### config.mk
export PLATFORM = sky130hd
export DESIGN_NAME = multi_channel_debouncer_flat
export DESIGN_NICKNAME = d
export VERILOG_FILES = /design/src/design/dbnc_pkg.sv /design/src/design/dbnc_in_if.sv /design/src/design/dbnc_out_if.sv /design/src/design/dbnc_cfg_if.sv /design/src/design/dbnc_dp.sv /design/src/design/dbnc_ctrl.sv /design/src/design/multi_channel_debouncer.sv /design/src/flat_wrapper.sv
export SDC_FILE = /design/constraint.sdc
export NUM_CORES = 1
export LEC_CHECK = 0
export BUFFER_PORTS_ARGS = -buffer_cell sky130_fd_sc_hd__buf_2
export CAP_MARGIN = 15
export CORE_UTILIZATION = 38
export CTS_BUF_LIST = sky130_fd_sc_hd__clkbuf_4 sky130_fd_sc_hd__clkbuf_8
export DETAILED_ROUTE_END_ITERATION = 10
export MAX_ROUTING_LAYER = met4
export SLEW_MARGIN = 20
export SYNTH_ARGS = -nofsm -noshare
export SYNTH_HDL_FRONTEND = slang
export SYNTH_HIERARCHICAL = 1
export SYNTH_SLANG_ARGS = --single-unit
### constraint.sdc
create_clock -name clk_i -period 16.45 [get_ports clk_i]
set_clock_uncertainty 0.1 [all_clocks]
set_input_delay 2.4675 -clock clk_i [delete_from_list [all_inputs] [get_ports clk_i]]
set_output_delay 2.4675 -clock clk_i [all_outputs]
set_load 0.05 [all_outputs]
### src/design/dbnc_pkg.sv
// Shared types and constants of the multi-channel debouncer.
// Used by the interfaces, datapath, controller and top level.
package dbnc_pkg;

  localparam int unsigned NUM_CHANNELS_DEF = 8;
  localparam int unsigned LVL_W            = 8;
  localparam int unsigned TIME_W           = 32;
  localparam int unsigned DEB_W            = 16;
  localparam int unsigned EVT_CH_W         = 3;
  localparam int unsigned CFG_IDX_W        = 8;
  localparam int unsigned CFG_DATA_W       = 32;

  localparam logic [CFG_IDX_W-1:0] REG_DEBOUNCE_MS = CFG_IDX_W'(0);
  localparam logic [CFG_IDX_W-1:0] REG_CH_ENABLE   = CFG_IDX_W'(1);
  localparam logic [CFG_IDX_W-1:0] REG_ACTIVE_HIGH = CFG_IDX_W'(2);
  localparam logic [CFG_IDX_W-1:0] REG_GLOBAL_EN   = CFG_IDX_W'(3);

  localparam logic [DEB_W-1:0] DEBOUNCE_RST = DEB_W'(50);

  localparam logic CMD_SEED   = 1'b0;
  localparam logic CMD_SAMPLE = 1'b1;

  typedef enum logic [1:0] {
    ST_IDLE,
    ST_DISPATCH,
    ST_SCAN,
    ST_EMIT
  } dbnc_state_e;

  typedef struct packed {
    logic latch;
    logic seed;
    logic step;
    logic load;
    logic idx_clr;
    logic idx_inc;
  } dbnc_cmd_t;

  typedef struct packed {
    logic is_seed;
    logic gen_en;
    logic idx_last;
    logic fire_cur;
    logic out_free;
  } dbnc_status_t;

endpackage

### src/design/dbnc_in_if.sv
// Input request channel: command, raw channel levels and millisecond time.
// Depends on dbnc_pkg for field widths.
interface dbnc_in_if;
  logic                        valid;
  logic                        ready;
  logic                        cmd;
  logic [dbnc_pkg::LVL_W-1:0]  raw_levels;
  logic [dbnc_pkg::TIME_W-1:0] now_ms;

  modport source (output valid, cmd, raw_levels, now_ms, input ready);
  modport sink   (input valid, cmd, raw_levels, now_ms, output ready);
endinterface

### src/design/dbnc_out_if.sv
// Event channel: one request per debounced press or release.
// Depends on dbnc_pkg for field widths.
interface dbnc_out_if;
  logic                          valid;
  logic                          ready;
  logic [dbnc_pkg::EVT_CH_W-1:0] event_channel;
  logic                          event_pressed;
  logic                          event_last;

  modport source (output valid, event_channel, event_pressed, event_last, input ready);
  modport sink   (input valid, event_channel, event_pressed, event_last, output ready);
endinterface

### src/design/dbnc_cfg_if.sv
// Configuration write channel: register index and write data.
// Depends on dbnc_pkg for field widths.
interface dbnc_cfg_if;
  logic                            valid;
  logic                            ready;
  logic [dbnc_pkg::CFG_IDX_W-1:0]  index;
  logic [dbnc_pkg::CFG_DATA_W-1:0] data;

  modport source (output valid, index, data, input ready);
  modport sink   (input valid, index, data, output ready);
endinterface

### src/design/dbnc_dp.sv
// Debouncer datapath: config registers, per-channel state, scan index,
// event flags and the output register. Depends on dbnc_pkg.
module dbnc_dp #(
  parameter int unsigned NUM_CHANNELS = dbnc_pkg::NUM_CHANNELS_DEF
) (
  input  logic                              clk_i,
  input  logic                              rst_ni,
  input  dbnc_pkg::dbnc_cmd_t               cmd_i,
  output dbnc_pkg::dbnc_status_t            status_o,
  input  logic                              in_cmd_i,
  input  logic [dbnc_pkg::LVL_W-1:0]        in_raw_i,
  input  logic [dbnc_pkg::TIME_W-1:0]       in_now_i,
  input  logic                              cfg_valid_i,
  input  logic [dbnc_pkg::CFG_IDX_W-1:0]    cfg_index_i,
  input  logic [dbnc_pkg::CFG_DATA_W-1:0]   cfg_data_i,
  output logic                              cfg_ready_o,
  input  logic                              out_ready_i,
  output logic                              out_valid_o,
  output logic [dbnc_pkg::EVT_CH_W-1:0]     out_channel_o,
  output logic                              out_pressed_o,
  output logic                              out_last_o
);

  localparam int unsigned CH_W = (NUM_CHANNELS > 1) ? $clog2(NUM_CHANNELS) : 1;

  logic [dbnc_pkg::DEB_W-1:0]  deb_q;
  logic [dbnc_pkg::LVL_W-1:0]  en_mask_q;
  logic [dbnc_pkg::LVL_W-1:0]  ah_mask_q;
  logic                        gen_en_q;

  logic                        cmd_q;
  logic [NUM_CHANNELS-1:0]     corr_q;
  logic [dbnc_pkg::TIME_W-1:0] now_q;

  logic [NUM_CHANNELS-1:0]     conf_q;
  logic [NUM_CHANNELS-1:0]     pend_q;
  logic [dbnc_pkg::TIME_W-1:0] stamp_q [NUM_CHANNELS];
  logic [NUM_CHANNELS-1:0]     fire_q;
  logic [CH_W-1:0]             idx_q;

  logic                          out_valid_q;
  logic [dbnc_pkg::EVT_CH_W-1:0] out_ch_q;
  logic                          out_pressed_q;
  logic                          out_last_q;

  logic [NUM_CHANNELS-1:0]     en_vec;
  logic [NUM_CHANNELS-1:0]     corr_in;
  logic [NUM_CHANNELS-1:0]     above;

  logic                        s_cur;
  logic                        changed;
  logic [dbnc_pkg::TIME_W-1:0] stamp_eff;
  logic [dbnc_pkg::TIME_W-1:0] elapsed;
  logic                        fire_step;
  logic                        out_free;
  logic                        last_cur;

  for (genvar i = 0; i < NUM_CHANNELS; i++) begin : g_ch
    if (i < dbnc_pkg::LVL_W) begin : g_mapped
      assign en_vec[i]  = en_mask_q[i];
      assign corr_in[i] = ~(in_raw_i[i] ^ ah_mask_q[i]);
    end else begin : g_unmapped
      assign en_vec[i]  = 1'b0;
      assign corr_in[i] = 1'b1;
    end
  end

  always_comb begin
    for (int j = 0; j < NUM_CHANNELS; j++) begin
      above[j] = (j > int'(idx_q));
    end
  end

  assign s_cur     = corr_q[idx_q];
  assign changed   = s_cur != pend_q[idx_q];
  assign stamp_eff = changed ? now_q : stamp_q[idx_q];
  assign elapsed   = now_q - stamp_eff;
  assign fire_step = en_vec[idx_q] && (s_cur != conf_q[idx_q]) &&
                     (elapsed >= dbnc_pkg::TIME_W'(deb_q));
  assign out_free  = !out_valid_q || out_ready_i;
  assign last_cur  = ~|(fire_q & above);

  assign cfg_ready_o = 1'b1;

  always_ff @(posedge clk_i or negedge rst_ni) begin
    if (!rst_ni) begin
      deb_q     <= dbnc_pkg::DEBOUNCE_RST;
      en_mask_q <= '0;
      ah_mask_q <= '0;
      gen_en_q  <= 1'b1;
    end else if (cfg_valid_i) begin
      case (cfg_index_i)
        dbnc_pkg::REG_DEBOUNCE_MS: deb_q     <= cfg_data_i[dbnc_pkg::DEB_W-1:0];
        dbnc_pkg::REG_CH_ENABLE:   en_mask_q <= cfg_data_i[dbnc_pkg::LVL_W-1:0];
        dbnc_pkg::REG_ACTIVE_HIGH: ah_mask_q <= cfg_data_i[dbnc_pkg::LVL_W-1:0];
        dbnc_pkg::REG_GLOBAL_EN:   gen_en_q  <= cfg_data_i[0];
        default: ;
      endcase
    end
  end

  always_ff @(posedge clk_i) begin
    if (cmd_i.latch) begin
      cmd_q  <= in_cmd_i;
      corr_q <= corr_in;
      now_q  <= in_now_i;
    end
  end

  always_ff @(posedge clk_i or negedge rst_ni) begin
    if (!rst_ni) begin
      conf_q <= '0;
      pend_q <= '0;
      fire_q <= '0;
      idx_q  <= '0;
      for (int k = 0; k < NUM_CHANNELS; k++) begin
        stamp_q[k] <= '0;
      end
    end else begin
      if (cmd_i.latch) begin
        fire_q <= '0;
      end
      if (cmd_i.seed) begin
        for (int k = 0; k < NUM_CHANNELS; k++) begin
          if (en_vec[k]) begin
            conf_q[k]  <= corr_q[k];
            pend_q[k]  <= corr_q[k];
            stamp_q[k] <= now_q;
          end
        end
      end
      if (cmd_i.step) begin
        fire_q[idx_q] <= fire_step;
        if (en_vec[idx_q]) begin
          pend_q[idx_q]  <= s_cur;
          stamp_q[idx_q] <= stamp_eff;
          if (fire_step) begin
            conf_q[idx_q] <= s_cur;
          end
        end
      end
      if (cmd_i.idx_clr) begin
        idx_q <= '0;
      end else if (cmd_i.idx_inc) begin
        idx_q <= idx_q + CH_W'(1);
      end
    end
  end

  always_ff @(posedge clk_i or negedge rst_ni) begin
    if (!rst_ni) begin
      out_valid_q <= 1'b0;
    end else if (cmd_i.load) begin
      out_valid_q <= 1'b1;
    end else if (out_ready_i) begin
      out_valid_q <= 1'b0;
    end
  end

  always_ff @(posedge clk_i) begin
    if (cmd_i.load) begin
      out_ch_q      <= dbnc_pkg::EVT_CH_W'(idx_q);
      out_pressed_q <= s_cur;
      out_last_q    <= last_cur;
    end
  end

  assign status_o.is_seed  = cmd_q == dbnc_pkg::CMD_SEED;
  assign status_o.gen_en   = gen_en_q;
  assign status_o.idx_last = idx_q == CH_W'(NUM_CHANNELS - 1);
  assign status_o.fire_cur = fire_q[idx_q];
  assign status_o.out_free = out_free;

  assign out_valid_o   = out_valid_q;
  assign out_channel_o = out_ch_q;
  assign out_pressed_o = out_pressed_q;
  assign out_last_o    = out_last_q;

endmodule

### src/design/dbnc_ctrl.sv
// Debouncer controller: sequences accept, seed, channel scan and event emit.
// Depends on dbnc_pkg for the state enum and command/status structs.
module dbnc_ctrl (
  input  logic                   clk_i,
  input  logic                   rst_ni,
  input  logic                   in_valid_i,
  output logic                   in_ready_o,
  input  dbnc_pkg::dbnc_status_t status_i,
  output dbnc_pkg::dbnc_cmd_t    cmd_o
);

  dbnc_pkg::dbnc_state_e state_q, state_d;
  logic                  advance;

  assign advance = !status_i.fire_cur || status_i.out_free;

  always_ff @(posedge clk_i or negedge rst_ni) begin
    if (!rst_ni) begin
      state_q <= dbnc_pkg::ST_IDLE;
    end else begin
      state_q <= state_d;
    end
  end

  always_comb begin
    state_d = state_q;
    case (state_q)
      dbnc_pkg::ST_IDLE: begin
        if (in_valid_i) state_d = dbnc_pkg::ST_DISPATCH;
      end
      dbnc_pkg::ST_DISPATCH: begin
        if (status_i.is_seed || !status_i.gen_en) state_d = dbnc_pkg::ST_IDLE;
        else state_d = dbnc_pkg::ST_SCAN;
      end
      dbnc_pkg::ST_SCAN: begin
        if (status_i.idx_last) state_d = dbnc_pkg::ST_EMIT;
      end
      dbnc_pkg::ST_EMIT: begin
        if (advance && status_i.idx_last) state_d = dbnc_pkg::ST_IDLE;
      end
      default: state_d = dbnc_pkg::ST_IDLE;
    endcase
  end

  always_comb begin
    in_ready_o = 1'b0;
    cmd_o      = '0;
    case (state_q)
      dbnc_pkg::ST_IDLE: begin
        in_ready_o    = 1'b1;
        cmd_o.latch   = in_valid_i;
        cmd_o.idx_clr = 1'b1;
      end
      dbnc_pkg::ST_DISPATCH: begin
        cmd_o.seed = status_i.is_seed;
      end
      dbnc_pkg::ST_SCAN: begin
        cmd_o.step    = 1'b1;
        cmd_o.idx_clr = status_i.idx_last;
        cmd_o.idx_inc = !status_i.idx_last;
      end
      dbnc_pkg::ST_EMIT: begin
        cmd_o.load    = status_i.fire_cur && status_i.out_free;
        cmd_o.idx_inc = advance && !status_i.idx_last;
      end
      default: ;
    endcase
  end

endmodule

### src/design/multi_channel_debouncer.sv
// Multi-channel debouncer top level: controller plus datapath.
// Depends on dbnc_pkg, the three channel interfaces, dbnc_ctrl and dbnc_dp.
//
// Usage:
//   in_i  takes one request per millisecond tick: cmd (seed or sample),
//         raw_levels (bit per channel) and now_ms.
//   out_o gives one request per debounced press/release, in ascending
//         channel order; event_last marks the final event of a tick.
//   cfg_i writes the debounce time (0), channel_enable_mask (1),
//         active_high_mask (2) and global_enable (3); always ready,
//         other indexes are dropped. Write only while idle.
// Sequence: a sample request passes a dispatch state, then scans each channel
//   through the shared compare unit, then walks each channel in the emit
//   state; a seed request, or a sample while globally disabled, returns to
//   idle from dispatch.
// Stall: the emit walk holds on a channel while the output register is
//   full and not taken; the next request is accepted while the final event
//   still waits. Reset clears all channel state to released, timestamps to
//   zero and the registers to their defaults.
module multi_channel_debouncer #(
  parameter int unsigned NUM_CHANNELS = dbnc_pkg::NUM_CHANNELS_DEF
) (
  input  logic       clk_i,
  input  logic       rst_ni,
  dbnc_in_if.sink    in_i,
  dbnc_out_if.source out_o,
  dbnc_cfg_if.sink   cfg_i
);

  dbnc_pkg::dbnc_cmd_t    ctrl_cmd;
  dbnc_pkg::dbnc_status_t dp_status;

  dbnc_ctrl u_ctrl (
    .clk_i      (clk_i),
    .rst_ni     (rst_ni),
    .in_valid_i (in_i.valid),
    .in_ready_o (in_i.ready),
    .status_i   (dp_status),
    .cmd_o      (ctrl_cmd)
  );

  dbnc_dp #(
    .NUM_CHANNELS (NUM_CHANNELS)
  ) u_dp (
    .clk_i         (clk_i),
    .rst_ni        (rst_ni),
    .cmd_i         (ctrl_cmd),
    .status_o      (dp_status),
    .in_cmd_i      (in_i.cmd),
    .in_raw_i      (in_i.raw_levels),
    .in_now_i      (in_i.now_ms),
    .cfg_valid_i   (cfg_i.valid),
    .cfg_index_i   (cfg_i.index),
    .cfg_data_i    (cfg_i.data),
    .cfg_ready_o   (cfg_i.ready),
    .out_ready_i   (out_o.ready),
    .out_valid_o   (out_o.valid),
    .out_channel_o (out_o.event_channel),
    .out_pressed_o (out_o.event_pressed),
    .out_last_o    (out_o.event_last)
  );

endmodule

### src/flat_wrapper.sv
// flat-port wrapper written by rule: the top's interface ports become plain ports
module multi_channel_debouncer_flat 
#(
  parameter int unsigned NUM_CHANNELS = dbnc_pkg::NUM_CHANNELS_DEF
)
  (clk_i, rst_ni, in_i_valid, in_i_cmd, in_i_raw_levels, in_i_now_ms, in_i_ready, out_o_valid, out_o_event_channel, out_o_event_pressed, out_o_event_last, out_o_ready, cfg_i_valid, cfg_i_index, cfg_i_data, cfg_i_ready);
  dbnc_in_if in_i_i ();
  dbnc_out_if out_o_i ();
  dbnc_cfg_if cfg_i_i ();
  input  logic clk_i;
  input  logic rst_ni;
  input wire logic [$bits(in_i_i.valid)-1:0] in_i_valid;
  input wire logic [$bits(in_i_i.cmd)-1:0] in_i_cmd;
  input wire logic [$bits(in_i_i.raw_levels)-1:0] in_i_raw_levels;
  input wire logic [$bits(in_i_i.now_ms)-1:0] in_i_now_ms;
  output wire logic [$bits(in_i_i.ready)-1:0] in_i_ready;
  output wire logic [$bits(out_o_i.valid)-1:0] out_o_valid;
  output wire logic [$bits(out_o_i.event_channel)-1:0] out_o_event_channel;
  output wire logic [$bits(out_o_i.event_pressed)-1:0] out_o_event_pressed;
  output wire logic [$bits(out_o_i.event_last)-1:0] out_o_event_last;
  input wire logic [$bits(out_o_i.ready)-1:0] out_o_ready;
  input wire logic [$bits(cfg_i_i.valid)-1:0] cfg_i_valid;
  input wire logic [$bits(cfg_i_i.index)-1:0] cfg_i_index;
  input wire logic [$bits(cfg_i_i.data)-1:0] cfg_i_data;
  output wire logic [$bits(cfg_i_i.ready)-1:0] cfg_i_ready;
  assign in_i_i.valid = in_i_valid;
  assign in_i_i.cmd = in_i_cmd;
  assign in_i_i.raw_levels = in_i_raw_levels;
  assign in_i_i.now_ms = in_i_now_ms;
  assign in_i_ready = in_i_i.ready;
  assign out_o_valid = out_o_i.valid;
  assign out_o_event_channel = out_o_i.event_channel;
  assign out_o_event_pressed = out_o_i.event_pressed;
  assign out_o_event_last = out_o_i.event_last;
  assign out_o_i.ready = out_o_ready;
  assign cfg_i_i.valid = cfg_i_valid;
  assign cfg_i_i.index = cfg_i_index;
  assign cfg_i_i.data = cfg_i_data;
  assign cfg_i_ready = cfg_i_i.ready;
  multi_channel_debouncer #(.NUM_CHANNELS(NUM_CHANNELS)) u_core (.clk_i(clk_i), .rst_ni(rst_ni), .in_i(in_i_i), .out_o(out_o_i), .cfg_i(cfg_i_i));
endmodule
==> impl_results.md <==
- Status: finished clean
- Multiplexer share of the synthesized area: 16.2%
- Clk sink count: 365
- Via count of the first global-routing pass: 16.9k
- Endpoint type of the worst setup path: flop
- Max-cap check violation count: 0
- Synth top area cells: sky130_fd_sc_hd__dfrtp_1 (37%), sky130_fd_sc_hd__mux2_2 (14%), sky130_fd_sc_hd__o21ai_0 (6.7%)
- Number of warnings issued by yosys: 6
- Total setup violations reported at the end of the flow: 0
- Cell seen most often among critical-path stages: sky130_fd_sc_hd__a21oi_1
- Mean instance size in the synthesized netlist: 9.82 µm²
- Library cell with the highest instance count after synthesis: sky130_fd_sc_hd__nand2_1
- Overall die width: 237 µm
- Die Y-Extent: 237 µm
- Bufs on Longest Clock Path: 3
- Number of gates resized after cts: 0
- # port buffers: 76
- GRT Residual Overflow: 0
- DR DRC count: 0
- Max transition margin: 32.5%
- Setup TNS: 0 ps
- Leak: 10.3 nW
- # Post-CTS Setup Buffers: 0
- Post-detail-place hpwl: 39300 µm
- Post-route non-filler standard cell count: 2916
- Placed Area: 22100 µm²
- Cts bufs inserted: 66
- Post-route fraction of the period consumed by the critical path: 49.8%
- Hold Path Class: flop to flop
- Cell variety after synth: 81
- I/O pins: 94
- Critical-path maximum fanout: 43
- First-iteration detailed-routing DRC count: 1653
- # nets final: 2307
- Antenna violations before repair: 1
- Core ar.: 54200 µm²
- Final hold violation count: 0
- Share of synthesized area occupied by flip-flops and latches: 44.6%
- Pin slew with the least headroom to its limit: 1010 ps
- Worst reg-to-reg setup slack: 8260 ps
- Routed Wire Length: 65600 µm
- Number of enable-type register cells in the synthesized netlist: 46
- Clock input transition at the sequential cells of the worst setup and hold paths: 60 ps
- Post-synthesis share of cell area spent on and, or, nand and nor gates: 11.1%
- Largest net degree at the start of global routing: 107
- Multi-input gate area: 11000 µm²
- Worst IR drop on VDD: 0.112 mV
- Clock Tree Root: sky130_fd_sc_hd__clkbuf_8
- Slowest cell on crit path: sky130_fd_sc_hd__mux4_2
- Yosys top cell by area: sky130_fd_sc_hd__dfrtp_1
- Final Max Tran Viols: 0
- Leading cell types by count after synthesis: sky130_fd_sc_hd__nand2_1 (318), sky130_fd_sc_hd__dfrtp_1 (315), sky130_fd_sc_hd__o21ai_0 (282), sky130_fd_sc_hd__mux2_2 (253), sky130_fd_sc_hd__clkbuf_1 (124)
- Proportion of layout cells with a drive suffix above 1: 24.1%
- Fmax: 122 MHz
- Number of nets with antenna violations after detailed routing: 0
- Crit path arrival time: 8600 ps
- Area delta synth->final: 11.4%
- Post-Syn Nets: 2278
- Proportion of register bits with asynchronous set or reset after synthesis: 87.4%
- Clock tree from TritonCTS: yes
- Type of the worst setup path: flop to flop
- Post-Synth Adder-Cell Area: 3.01%
- Total global-route track usage: 24.2%
- Xor/xnor share of the synthesized area: 1.41%
- Clk_lat worst skew: 640 ps
- Sequential cell area: 9370 µm²
- Area of the mapped netlist: 21000 µm²
- Site row count: 85
- Fraction of post-synthesis cell area in the top cell type by area: 37.5%
- Post-synthesis sequential element count: 365
- Starting density of the core: 38.8%
- Filler cell count: 5158
- Critical Path Start Type: flop
- Power per cell area: 240 nW/µm²
- DIE AREA: 56300 µm²
- Required time of the worst setup path: 16860 ps
- Largest family of logic cells by synthesized area: compound AO/OA/AOI/OAI gates
- RSZ-0062 raised after global routing: no
- Number of H-tree levels: 3
- Area of all placed cells without fillers: 23400 µm²
- Routability congestion estimate: 0.892
- Time the final worst path needs with I/O delays and setup: 8190 ps
- Post-synthesis compound-gate area fraction: 20.0%
- Wire length of the first global-routing pass: 102000 µm
- Detailed-route via count: 17.2k
- Dpl cells: 2799
- Number of search-and-repair iterations in the first detailed-routing pass: 5
- Max stage delay on crit path: 570 ps
- Most used DFF post-synth: sky130_fd_sc_hd__dfrtp_1
- Wire per inst: 22.5 µm
- Instance count of the mapped netlist: 2142
- Post-CTS Hold Fix Bufs: 0
- Via/cell ratio: 5.90
==> state kept, by name, summed over array words and instances (netlist names), named ones only <==
register / flops
u_core/u_dp/now_q: 32
u_core/u_dp/out_pressed_o: 1
u_core/u_dp/idx_q: 3
u_core/u_dp/conf_q: 8
u_core/u_ctrl/state_q: 1
u_core/u_dp/out_channel_o: 3
u_core/u_dp/en_mask_q: 8
u_core/u_dp/out_valid_o: 1
u_core/u_dp/out_last_o: 1
u_core/u_dp/corr_q: 8
u_core/u_dp/ah_mask_q: 8
u_core/u_dp/cmd_q: 1
u_core/u_dp/pend_q: 8
u_core/u_dp/stamp_q: 256
u_core/u_dp/fire_q: 8
u_core/u_dp/deb_q: 16
u_core/u_dp/gen_en_q: 1
==> routing by layer <==
metal / GRT usage (%) / share of wire [%] / vias up
li1: - / - / 7920
met1: 31.2 / 44 / 8609
met2: 38.9 / 48 / 569
met3: 3.72 / 5.9 / 98
met4: 7.74 / 2.1 / 0
met5: - / 0 / -
==> path summary, 6_finish.rpt <==
| kind | start | to | cells past startpoint |
|---|---|---|---|
| max reg2reg | u_core/u_dp/idx_q[0] | u_core/u_dp/fire_q[3] | 29 |
| min | u_core/u_dp/deb_q[1] | u_core/u_dp/deb_q[1] | 2 |
| min reg2reg | u_core/u_dp/deb_q[1] | u_core/u_dp/deb_q[1] | 2 |
| max | u_core/u_dp/idx_q[0] | u_core/u_dp/fire_q[3] | 29 |
| max in group asynchronous | rst_ni | u_core/u_dp/stamp_q[239] | 3 |
| min in group asynchronous | rst_ni | u_core/u_dp/stamp_q[157] | 1 |
==> logic make-up (layout without fill, tap and decap cells) <==
family                     Yosys count  after routing
AOI/OAI and AO/OA                  675            675
xor gates and xnor gates            33             33
adders and majority gates           50             50
buffers and inverters              192            269
DFF                                365            365
muxes                              300            300
other                                1              2
and+or+nand+nor                    526            526
==> stage by stage <==
stage / total power (W) / setup WS (ps) / utilization, % / hold slack (ps)
floorplan: 0.00376 / 9930 / - / 348
global placement: 0.00464 / 8320 / 40.7 / 401
detailed placement: 0.00471 / 8300 / 40.7 / 408
CTS: 0.00562 / 8260 / 43.2 / 421
global route: 0.00606 / 7590 / 43.2 / 439
finish: 0.00562 / 8260 / 43.2 / 419
==> final cells by class <==
class                      instances  share of cell area (%)
antenna                            1                  0.0107
clock inverter                     8                   0.288
multi-input combinational       1585                    47.0
inverter                          41                   0.657
clock buffer                     108                    5.49
timing repair buffer             112                    2.84
sequential                       365                    40.0
tap                              696                    3.72
==> critical path: cells and delay by family (launching register included) <==
kind            cells  cell delay [ps]
fa+ha+maj           2              660
xor+xnor            2              410
flops               1              320
mux                 2              720
simple gates        8             1780
compound gates     12             2850
buf+inv             3             1160
==> power by group <==
| group | switching (W) | total, W | internal, W |
|---|---|---|---|
| logic | 0.00212 | 0.00331 | 0.00119 |
| registers | 0.000195 | 0.00143 | 0.00123 |
| clock network | 0.000383 | 0.000890 | 0.000507 |
| total | 0.00269 | 0.00562 | 0.00293 |
==> placed cells by master, fill, tap and decap left out, drive strengths merged, types with 22 or more instances in the layout <==
cell type  count
inv           40
mux2i         41
a22oi         92
nor2          81
buf          112
a31oi         22
dfrtp        315
a21oi        105
o21ai        292
clkbuf       108
mux2         253
xnor2         24
edfxtp        46
ha            49
nand2        318
No activity file was read; power rests on OpenSTA's default activity.
